===== src/rtl/core/rwrc_pkg.sv =====
// ----------------------------------------------------------------------------
// rwrc_pkg
// Types and constants for the receive window rate controller.
// ----------------------------------------------------------------------------
package rwrc_pkg;

  typedef enum logic [2:0] {
    ST_IDLE,
    ST_LAUNCH,
    ST_DIV,
    ST_SMOOTH,
    ST_EST,
    ST_MUL,
    ST_DECIDE,
    ST_DONE
  } state_t;

  localparam int unsigned CFG_INDEX_W = 4;
  localparam int unsigned CFG_DATA_W  = 17;

  localparam logic [CFG_INDEX_W-1:0] CFG_RTT_TICKS = 4'd0;
  localparam logic [CFG_INDEX_W-1:0] CFG_LINK_CAP  = 4'd1;

  localparam logic [15:0] RTT_DEFAULT    = 16'd1000;
  localparam logic [16:0] LINK_CAP_RESET = 17'd1000;
  localparam logic [15:0] MIN_WINDOW     = 16'd2;

  // 1500 bytes * 80 * 256
  localparam logic [24:0] WIN_RATE_SCALE = 25'd30720000;

  localparam logic [1:0] PHASE_NONE   = 2'd0;
  localparam logic [1:0] PHASE_FIRST  = 2'd1;
  localparam logic [1:0] PHASE_SECOND = 2'd2;

  localparam int unsigned DIVIDEND_W = 48;
  localparam int unsigned DIVISOR_W  = 32;

endpackage


===== src/rtl/core/receive_window_rate_controller.sv =====
// ----------------------------------------------------------------------------
// receive_window_rate_controller
// Incast receive window controller driven by slot ticks and rate updates.
// ----------------------------------------------------------------------------
// update request: accepted in idle, then launch, div (48-step serial dividers),
//   smooth, est, mul, decide and done; no new request is taken until idle
// slot tick: accepted in idle, then done; done waits until the result slot is free
// synchronous active-high reset: window 2, rates and counters 0, phase none,
//   rtt 0 (meaning 1000 ticks), link capacity 1000 Mbps
// ----------------------------------------------------------------------------
module receive_window_rate_controller #(
  parameter logic [15:0] MAX_WINDOW = 16'd65535
) (
  input  logic                                clk,
  input  logic                                rst,
  input  logic                                s_tvalid,
  output logic                                s_tready,
  input  logic [95:0]                         s_tdata,  // now_ticks, flow_bytes, total_bytes
  input  logic                                s_tuser,  // op
  output logic                                m_tvalid,
  input  logic                                m_tready,
  output logic [23:0]                         m_tdata,  // window, slot_phase, zero pad
  input  logic                                cfg_valid,
  output logic                                cfg_ready,
  input  logic [rwrc_pkg::CFG_INDEX_W-1:0]    cfg_index,
  input  logic [rwrc_pkg::CFG_DATA_W-1:0]     cfg_data
);

  import rwrc_pkg::*;

  state_t state, state_next;

  logic [15:0] rtt_ticks;
  logic [16:0] link_cap;

  logic [15:0] adv_window;
  logic [31:0] smoothed_rate;
  logic [31:0] last_flow_bytes;
  logic [31:0] last_total_bytes;
  logic [31:0] last_update_time;
  logic [1:0]  phase;

  logic [31:0] now_r, flow_r, total_r;
  logic [31:0] tot_r, wrate_r, est_r, gap_r;
  logic [24:0] avail_r;
  logic [47:0] gapw_r;
  logic [35:0] gap10_r;

  logic        div_start;
  logic        fin_ready;
  logic        accept;
  logic        busy_f, busy_t, busy_w;
  logic [47:0] q_f, q_t, q_w;

  function automatic logic [31:0] sat32(input logic [47:0] q);
    return (q[47:32] != 16'd0) ? 32'hFFFF_FFFF : q[31:0];
  endfunction

  // request launch
  logic [15:0] rtt_eff;
  logic [31:0] elapsed, span, dflow, dtotal;
  logic [47:0] div_f, div_t, div_w;
  logic [40:0] win_prod;

  assign rtt_eff  = (rtt_ticks == 16'd0) ? RTT_DEFAULT : rtt_ticks;
  assign elapsed  = now_r - last_update_time;
  assign span     = (elapsed == 32'd0 || last_update_time == 32'd0) ? {16'd0, rtt_eff}
                                                                    : elapsed;
  assign dflow    = flow_r - last_flow_bytes;
  assign dtotal   = total_r - last_total_bytes;
  assign div_f    = ({16'd0, dflow} << 14) + ({16'd0, dflow} << 12);
  assign div_t    = ({16'd0, dtotal} << 14) + ({16'd0, dtotal} << 12);
  assign win_prod = 41'(adv_window) * 41'(WIN_RATE_SCALE);
  assign div_w    = {7'd0, win_prod};

  rwrc_div #(.DIVIDEND_W(DIVIDEND_W), .DIVISOR_W(DIVISOR_W)) u_div_flow (
    .clk(clk), .rst(rst), .start(div_start), .dividend(div_f), .divisor(span),
    .busy(busy_f), .quotient(q_f)
  );

  rwrc_div #(.DIVIDEND_W(DIVIDEND_W), .DIVISOR_W(DIVISOR_W)) u_div_total (
    .clk(clk), .rst(rst), .start(div_start), .dividend(div_t), .divisor(span),
    .busy(busy_t), .quotient(q_t)
  );

  rwrc_div #(.DIVIDEND_W(DIVIDEND_W), .DIVISOR_W(DIVISOR_W)) u_div_window (
    .clk(clk), .rst(rst), .start(div_start), .dividend(div_w),
    .divisor({16'd0, rtt_eff}), .busy(busy_w), .quotient(q_w)
  );

  // smoothing
  logic [31:0] msr, tot, wrate, avg, smooth_next;
  logic [34:0] sum7;

  assign msr   = sat32(q_f);
  assign tot   = sat32(q_t);
  assign wrate = sat32(q_w);
  assign sum7  = ({3'd0, smoothed_rate} << 3) - {3'd0, smoothed_rate} + {3'd0, msr};
  assign avg   = sum7[34:3];
  assign smooth_next = (smoothed_rate == 32'd0) ? msr : ((msr > avg) ? msr : avg);

  // estimate and spare capacity
  logic [31:0] est;
  logic [24:0] cap;
  logic [31:0] cap_w;

  assign est   = (smoothed_rate > wrate_r) ? smoothed_rate : wrate_r;
  assign cap   = {link_cap, 8'd0};
  assign cap_w = {7'd0, cap};

  // window decision
  logic        grow_ok, spare, shrink, can_grow;
  logic [28:0] avail10;
  logic [32:0] gap2;
  logic [15:0] window_next;

  assign avail10  = ({4'd0, avail_r} << 3) + ({4'd0, avail_r} << 1);
  assign gap2     = {gap_r, 1'b0};
  assign grow_ok  = (gap10_r <= {4'd0, est_r}) || (gapw_r <= {16'd0, est_r});
  assign spare    = avail10 > {4'd0, cap};
  assign shrink   = gap2 > {1'b0, est_r};
  assign can_grow = (phase == PHASE_SECOND) && spare && (adv_window < MAX_WINDOW);

  always_comb begin
    window_next = adv_window;
    if (est_r != 32'd0) begin
      priority if (grow_ok) begin
        if (can_grow) window_next = adv_window + 16'd1;
      end else if (shrink) begin
        if (adv_window > MIN_WINDOW) window_next = adv_window - 16'd1;
      end else begin
        window_next = adv_window;
      end
    end
  end

  // next state
  always_comb begin
    state_next = state;
    unique case (state)
      ST_IDLE:   if (s_tvalid) state_next = s_tuser ? ST_DONE : ST_LAUNCH;
      ST_LAUNCH: state_next = ST_DIV;
      ST_DIV:    if (!(busy_f || busy_t || busy_w)) state_next = ST_SMOOTH;
      ST_SMOOTH: state_next = ST_EST;
      ST_EST:    state_next = ST_MUL;
      ST_MUL:    state_next = ST_DECIDE;
      ST_DECIDE: state_next = ST_DONE;
      ST_DONE:   if (fin_ready) state_next = ST_IDLE;
      default:   state_next = ST_IDLE;
    endcase
  end

  // outputs
  always_comb begin
    s_tready  = 1'b0;
    div_start = 1'b0;
    unique case (state)
      ST_IDLE:   s_tready  = 1'b1;
      ST_LAUNCH: div_start = 1'b1;
      default: begin
        s_tready  = 1'b0;
        div_start = 1'b0;
      end
    endcase
  end

  assign accept    = s_tvalid & s_tready;
  assign fin_ready = ~m_tvalid | m_tready;
  assign cfg_ready = 1'b1;

  always_ff @(posedge clk) begin
    if (rst) begin
      state            <= ST_IDLE;
      m_tvalid         <= 1'b0;
      rtt_ticks        <= 16'd0;
      link_cap         <= LINK_CAP_RESET;
      adv_window       <= MIN_WINDOW;
      smoothed_rate    <= 32'd0;
      last_flow_bytes  <= 32'd0;
      last_total_bytes <= 32'd0;
      last_update_time <= 32'd0;
      phase            <= PHASE_NONE;
    end else begin
      state <= state_next;

      if (cfg_valid) begin
        if (cfg_index == CFG_RTT_TICKS) rtt_ticks <= cfg_data[15:0];
        if (cfg_index == CFG_LINK_CAP)  link_cap  <= cfg_data;
      end

      if (state == ST_DONE && fin_ready) begin
        m_tvalid <= 1'b1;
      end else if (m_tready) begin
        m_tvalid <= 1'b0;
      end

      if (accept && s_tuser) begin
        phase <= (phase == PHASE_FIRST) ? PHASE_SECOND : PHASE_FIRST;
      end

      if (state == ST_SMOOTH) smoothed_rate <= smooth_next;

      if (state == ST_DECIDE) begin
        adv_window       <= window_next;
        last_update_time <= now_r;
        last_flow_bytes  <= flow_r;
        last_total_bytes <= total_r;
      end
    end
  end

  // payload registers
  always_ff @(posedge clk) begin
    if (accept) begin
      now_r   <= s_tdata[31:0];
      flow_r  <= s_tdata[63:32];
      total_r <= s_tdata[95:64];
    end
    if (state == ST_SMOOTH) begin
      tot_r   <= tot;
      wrate_r <= wrate;
    end
    if (state == ST_EST) begin
      est_r   <= est;
      gap_r   <= est - smoothed_rate;
      avail_r <= (cap_w > tot_r) ? 25'(cap_w - tot_r) : 25'd0;
    end
    if (state == ST_MUL) begin
      gapw_r  <= 48'(gap_r) * 48'(adv_window);
      gap10_r <= ({4'd0, gap_r} << 3) + ({4'd0, gap_r} << 1);
    end
    if (state == ST_DONE && fin_ready) begin
      m_tdata <= {6'd0, phase, adv_window};
    end
  end

endmodule


===== src/rtl/core/rwrc_div.sv =====
// ----------------------------------------------------------------------------
// rwrc_div
// Bit-serial restoring divider, one quotient bit per cycle.
// ----------------------------------------------------------------------------
module rwrc_div #(
  parameter int unsigned DIVIDEND_W = 48,
  parameter int unsigned DIVISOR_W  = 32
) (
  input  logic                  clk,
  input  logic                  rst,
  input  logic                  start,
  input  logic [DIVIDEND_W-1:0] dividend,
  input  logic [DIVISOR_W-1:0]  divisor,
  output logic                  busy,
  output logic [DIVIDEND_W-1:0] quotient
);

  localparam int unsigned CNT_W = $clog2(DIVIDEND_W + 1);

  logic [DIVIDEND_W-1:0] acc;
  logic [DIVISOR_W-1:0]  rem;
  logic [DIVISOR_W-1:0]  dsr;
  logic [CNT_W-1:0]      cnt;
  logic [DIVISOR_W:0]    trial;
  logic [DIVISOR_W+1:0]  diff;
  logic                  take;

  assign trial    = {rem, acc[DIVIDEND_W-1]};
  assign diff     = {1'b0, trial} - {2'b00, dsr};
  assign take     = ~diff[DIVISOR_W+1];
  assign quotient = acc;

  always_ff @(posedge clk) begin
    if (rst) begin
      busy <= 1'b0;
      cnt  <= '0;
    end else if (start) begin
      busy <= 1'b1;
      cnt  <= CNT_W'(DIVIDEND_W);
      acc  <= dividend;
      rem  <= '0;
      dsr  <= divisor;
    end else if (busy) begin
      acc <= {acc[DIVIDEND_W-2:0], take};
      rem <= take ? diff[DIVISOR_W-1:0] : trial[DIVISOR_W-1:0];
      cnt <= cnt - CNT_W'(1);
      if (cnt == CNT_W'(1)) begin
        busy <= 1'b0;
      end
    end
  end

endmodule


===== config.mk =====
export PLATFORM = sky130hd
export DESIGN_NAME = receive_window_rate_controller
export DESIGN_NICKNAME = d
export VERILOG_FILES = /design/src/rtl/core/rwrc_pkg.sv /design/src/rtl/core/receive_window_rate_controller.sv /design/src/rtl/core/rwrc_div.sv
export SDC_FILE = /design/constraint.sdc
export NUM_CORES = 2
export LEC_CHECK = 0
export BUFFER_PORTS_ARGS = -buffer_cell sky130_fd_sc_hd__buf_2
export CAP_MARGIN = 20
export CORE_AREA = 2 2 682 345
export CTS_BUF_LIST = sky130_fd_sc_hd__clkbuf_2 sky130_fd_sc_hd__clkbuf_4 sky130_fd_sc_hd__clkbuf_8
export CTS_CLUSTER_SIZE = 16
export DETAILED_ROUTE_END_ITERATION = 10
export DIE_AREA = 0 0 684 347
export SLEW_MARGIN = 20
export SYNTH_ARGS = -nofsm -noshare
export SYNTH_HDL_FRONTEND = slang
export SYNTH_SLANG_ARGS = --single-unit

===== constraint.sdc =====
create_clock -name clk -period 11.35 [get_ports clk]
set_input_delay 1.7025 -clock clk [delete_from_list [all_inputs] [get_ports clk]]
set_output_delay 1.7025 -clock clk [all_outputs]
set_load 0.01 [all_outputs]

==> summary by stage <==
Run status
The flow ran to the end, and the final reports show no timing, DRC or antenna violations.

Critical path
In this run the worst path has a maximum fanout of 20. Among all stages on the critical path, the largest delay is contributed by sky130_fd_sc_hd__a31oi_1. The data arrival time of the worst path is 9.55 ns. The worst setup path is launched from a register. On the worst path, the slowest cell contributes a delay of 0.91 ns. The kind of cell with the highest combined delay along the critical path is adder cells. The combined buffer and inverter count along the critical path is 3. The beginning of the worst register-to-register path is adv_window[13]$_SDFFE_PP0P_. The capturing element type of the critical path is a register. The critical path is of the register to register type. The start point of the critical path is adv_window[13]$_SDFFE_PP0P_. The endpoint required time on the critical path is 12.01 ns. Walking the worst path, the cells encountered are inv_1 > nor2_1 > fa_1 > fa_1 > fa_1 > fa_1 > fa_1 > inv_1 > fa_1 > inv_1 > ha_1 > o21ai_0 > nand2_1 > a32o_1 > o21ai_0 > a31oi_1 > a31oi_1 > o21ai_0 > nand4_1 > nand2_1 > a21o_1 > a21oi_1 > nor2_1 > a211oi_1. The cell with the most instances on the worst path is sky130_fd_sc_hd__fa_1.

Min path
The startpoint of the worst hold path is last_flow_bytes[17]$_SDFFE_PP0P_. In this run the worst hold path is classified as register to register.

Timing
Hold timing on the final database bottoms out at a slack of 0.4544 ns. Setup violations remaining at the end of the flow were counted as 0. The final number of hold-violating endpoints was 0. Static timing analysis puts the maximum clock frequency at 112.5 MHz. Setup repair after global routing left no endpoint under its margin. Setup slack on the critical path of the routed design comes to 2.463 ns. At the pin with the least slew margin, the transition time is 1.154 ns.

The total count of max-transition violations in the final report is 0. After layout, the worst path uses 78.30% of the clock period. The worst relative slew slack is 22.67%. The clock period minus final worst setup slack is 8.887 ns. The worst setup skew after layout is 0.1010 ns. In the final timing run, aggregate negative setup slack is 0 ns.

Flow run
Max-cap violations in this run came to 0.

Power
The largest vdd supply drop is 0.08776 mV. Dividing total power by cell area gives a power density of 153.9 nW/um2. The analysis attributes to cell leakage a power of 34.72 nW.

Clock network
The clock-pin slew on the worst setup and hold paths is 0.08 ns. The number of clock buffers added by TritonCTS is 154. The maximum level of the CTS H-tree is 4. The quantity of gates resized following cts is 0. In this run the deepest clock path goes through 4 buffers. The clock drives 842 sinks. The root buffer cell is sky130_fd_sc_hd__clkbuf_8.

TritonCTS built the clock tree. The post-CTS setup repair buffer count is 0. The count of hold-fix buffers inserted at cts is 0. The insertion delay to the later sink of the worst-skew pair is 0.91 ns.

Yosys
The register bit total from synthesis is 842. The count of flip-flops with a built-in enable after synthesis is 638. The area share of and/or/nand/nor cells after synthesis is 15.04%. The sequential fraction of the synthesis area is 31.56%. After Yosys synthesis, full adders, half adders and majority gates account for 27.27% of the synthesized area. The share of the synthesized area in compound gates (AO/OA/AOI/OAI) is 13.60%. The number of warnings printed during yosys synthesis is 0.

The share of synthesized flip-flops with an asynchronous set or reset is 0%. The number of standard cells after synthesis is 7817. Summing every instance area after synthesis gives 73650 um2. The dominant combinational cell family by area after synthesis is adder cells. The most used flip-flop cell after synthesis is sky130_fd_sc_hd__edfxtp_1. The post-synthesis xor/xnor area fraction is 4.959%. The number of distinct standard cells referenced by the synthesized netlist is 91. Averaged over all synthesized cells, the footprint is 9.422 um2. Of the post-synthesis cell area, the part taken by muxes is 1.120%.

Cells and area
The count of non-filler cells in the finished layout is 11.17k. The area added between synthesis and finish is 10.12%. In the final layout, the share of cells above drive strength 1 is 7.724%.

In the final design database the tool counted 9353 nets.

Detailed routing
In this run, the number of DRC markers left after iteration 0 of detailed routing was 5842. The number of vias per cell after detailed routing is 5.097. The pre-antenna-repair detailed-routing pass consisted of 6 iterations. In this run the remaining antenna-violating nets after routing total 0. The average wire per standard cell is 19.64 um. In the routed design, unresolved DRC markers number 0.

The total number of vias is 56.92k. The routed design has 219300 um of wire.

GRT
The wire length of the first global-routing pass is 335400 um. The initial antenna violation count was 12. The largest net degree at the start of global routing is 146. The remaining global-route overflow is 0. The total track usage is 18.19%.

The via count of the first global-routing pass is 54.96k.

Floorplan
The starting density of the core is 31.88%. The chip width is 684 um. The die covers 237300 um2. The placement row count is 125.

Measured along the y axis, the die boundary spans 347 um. The core region is 231000 um2. The number of ports placed on the die boundary is 150.

Place
The worst slack at placement is 2.847 ns. Port buffering added 142 buffers. Detailed placement finished with a half-perimeter wire length of 170600 um. The number of cells in the design after placement is 10.89k.

The final weighted congestion in routability-driven placement is 0.9350.
## final timing paths
check                           slack [ns]                          endpoint  cells past startpoint
worst min register to register        0.45  last_flow_bytes[17]$_SDFFE_PP0P_                      2
worst max register to register        2.46              gapw_r[47]$_DFFE_PP_                     24
worst max-delay path                  2.46              gapw_r[47]$_DFFE_PP_                     24
worst min-delay path                  0.45  last_flow_bytes[17]$_SDFFE_PP0P_                      2
## power breakdown
group | internal [mW] | switching [mW] | total (mW)
clock network | 1.66 | 1.46 | 3.12
logic | 2.08 | 3.20 | 5.28
registers | 3.82 | 0.264 | 4.08
total | 7.56 | 4.93 | 12.5
## final cells by class
class	count	area (um2)
inverters	996	3740
flip-flops and latches	842	23250
well taps	3111	3892
multi-input cells	5729	45810
diodes	3	7.507
fillers	23350	149900
repair buffers	214	1281
clock buffers	222	2761
clock inverters	50	357.8
## flip-flops by register name (all words and copies together) (netlist names), 35 cells and up
| name | cells |
|---|---|
| u_div_total.quotient | 48 |
| u_div_flow.quotient | 48 |
| u_div_window.quotient | 48 |
| gapw_r | 48 |
| gap10_r | 35 |
## layout by cell type, fill, tap and decap left out, types with 21 or more instances in the layout
master,synthesis,final
sky130_fd_sc_hd__dfxtp_1,204,197
sky130_fd_sc_hd__nor4_1,67,66
sky130_fd_sc_hd__clkbuf_4,0,47
sky130_fd_sc_hd__o21bai_1,56,56
sky130_fd_sc_hd__nor3_1,88,86
sky130_fd_sc_hd__xor2_1,141,141
sky130_fd_sc_hd__clkinv_2,0,25
sky130_fd_sc_hd__o21ai_1,22,22
sky130_fd_sc_hd__xnor2_1,276,276
sky130_fd_sc_hd__nand4_1,73,73
sky130_fd_sc_hd__a21boi_0,21,21
sky130_fd_sc_hd__ha_1,773,773
sky130_fd_sc_hd__inv_1,994,994
sky130_fd_sc_hd__a211oi_1,94,94
sky130_fd_sc_hd__nand2b_1,81,80
sky130_fd_sc_hd__and3_1,29,29
sky130_fd_sc_hd__nor2_1,475,469
sky130_fd_sc_hd__a21oi_1,532,531
sky130_fd_sc_hd__or2_2,81,81
sky130_fd_sc_hd__a31oi_1,38,37
sky130_fd_sc_hd__buf_4,9,68
sky130_fd_sc_hd__nand2_1,931,931
sky130_fd_sc_hd__mux2i_1,70,70
sky130_fd_sc_hd__edfxtp_1,638,638
sky130_fd_sc_hd__clkbuf_8,0,175
sky130_fd_sc_hd__fa_1,520,520
sky130_fd_sc_hd__nand3_1,83,82
sky130_fd_sc_hd__a21o_1,237,237
sky130_fd_sc_hd__buf_2,4,141
sky130_fd_sc_hd__or3_1,32,32
sky130_fd_sc_hd__nor2b_1,80,80
sky130_fd_sc_hd__and2_1,257,256
sky130_fd_sc_hd__o21ai_0,302,302
sky130_fd_sc_hd__o21a_1,81,81
## Yosys cell counts (all sizes together), types with 20 or more instances
cell type  number  share of area [%]
mux2i          70               0.95
nor2b          80               0.68
a211oi         95               0.98
or3            32               0.27
nor2          476                2.4
a21boi         24               0.24
dfxtp         204                5.5
o21bai         56               0.57
buf            20               0.16
edfxtp        638                 26
o31ai          20               0.20
nand2b         81               0.69
clkbuf        235                1.2
o21a           81               0.83
xnor2         276                3.3
inv           996                5.1
nand4          73               0.62
nor3           89               0.61
fa            520                 14
nor4           72               0.65
and3           29               0.25
a31oi          38               0.32
xor2          141                1.7
a21oi         533                3.6
o21ai         324                2.2
and2          257                2.2
a21o          237                2.4
ha            773                 13
nand3          83               0.56
or2            84               0.71
nand2         931                4.7
## logic make-up after synthesis
| kind of cell | Yosys count |
|---|---|
| fa+ha+maj | 1293 |
| flops | 842 |
| simple gates | 2344 |
| compound gates | 1587 |
| xor+xnor | 417 |
| other cells | 2 |
| buf+inv | 1251 |
| mux | 81 |
## tightest hold or removal path, cell delays in order (launching register included)
cell                      delay (ns)
sky130_fd_sc_hd__dfxtp_1        0.31
sky130_fd_sc_hd__nand2_1        0.05
sky130_fd_sc_hd__a21oi_1        0.05
## through the flow
| step | instance area [um2] | total power [mW] | util [%] |
|---|---|---|---|
| finish | 81100 | 12.48 | 35.11 |
| global route | 81100 | 13.31 | 35.11 |
| floorplan | 73670 | 7.911 | - |
| detailed placement | 77960 | 9.279 | 33.75 |
| CTS | 81080 | 12.46 | 35.10 |
| global placement | 77930 | 9.149 | 33.74 |
## layer usage
| layer | track usage, % | wire length, um | vias up |
|---|---|---|---|
| met3 | 7.951 | 29380 | 227 |
| li1 | - | - | 26870 |
| met5 | 0.4202 | 189 | - |
| met2 | 21.66 | 75550 | 2179 |
| met1 | 28.97 | 110900 | 27640 |
| met4 | 3.163 | 3311 | 10 |
(Power assumes the default switching activity.)
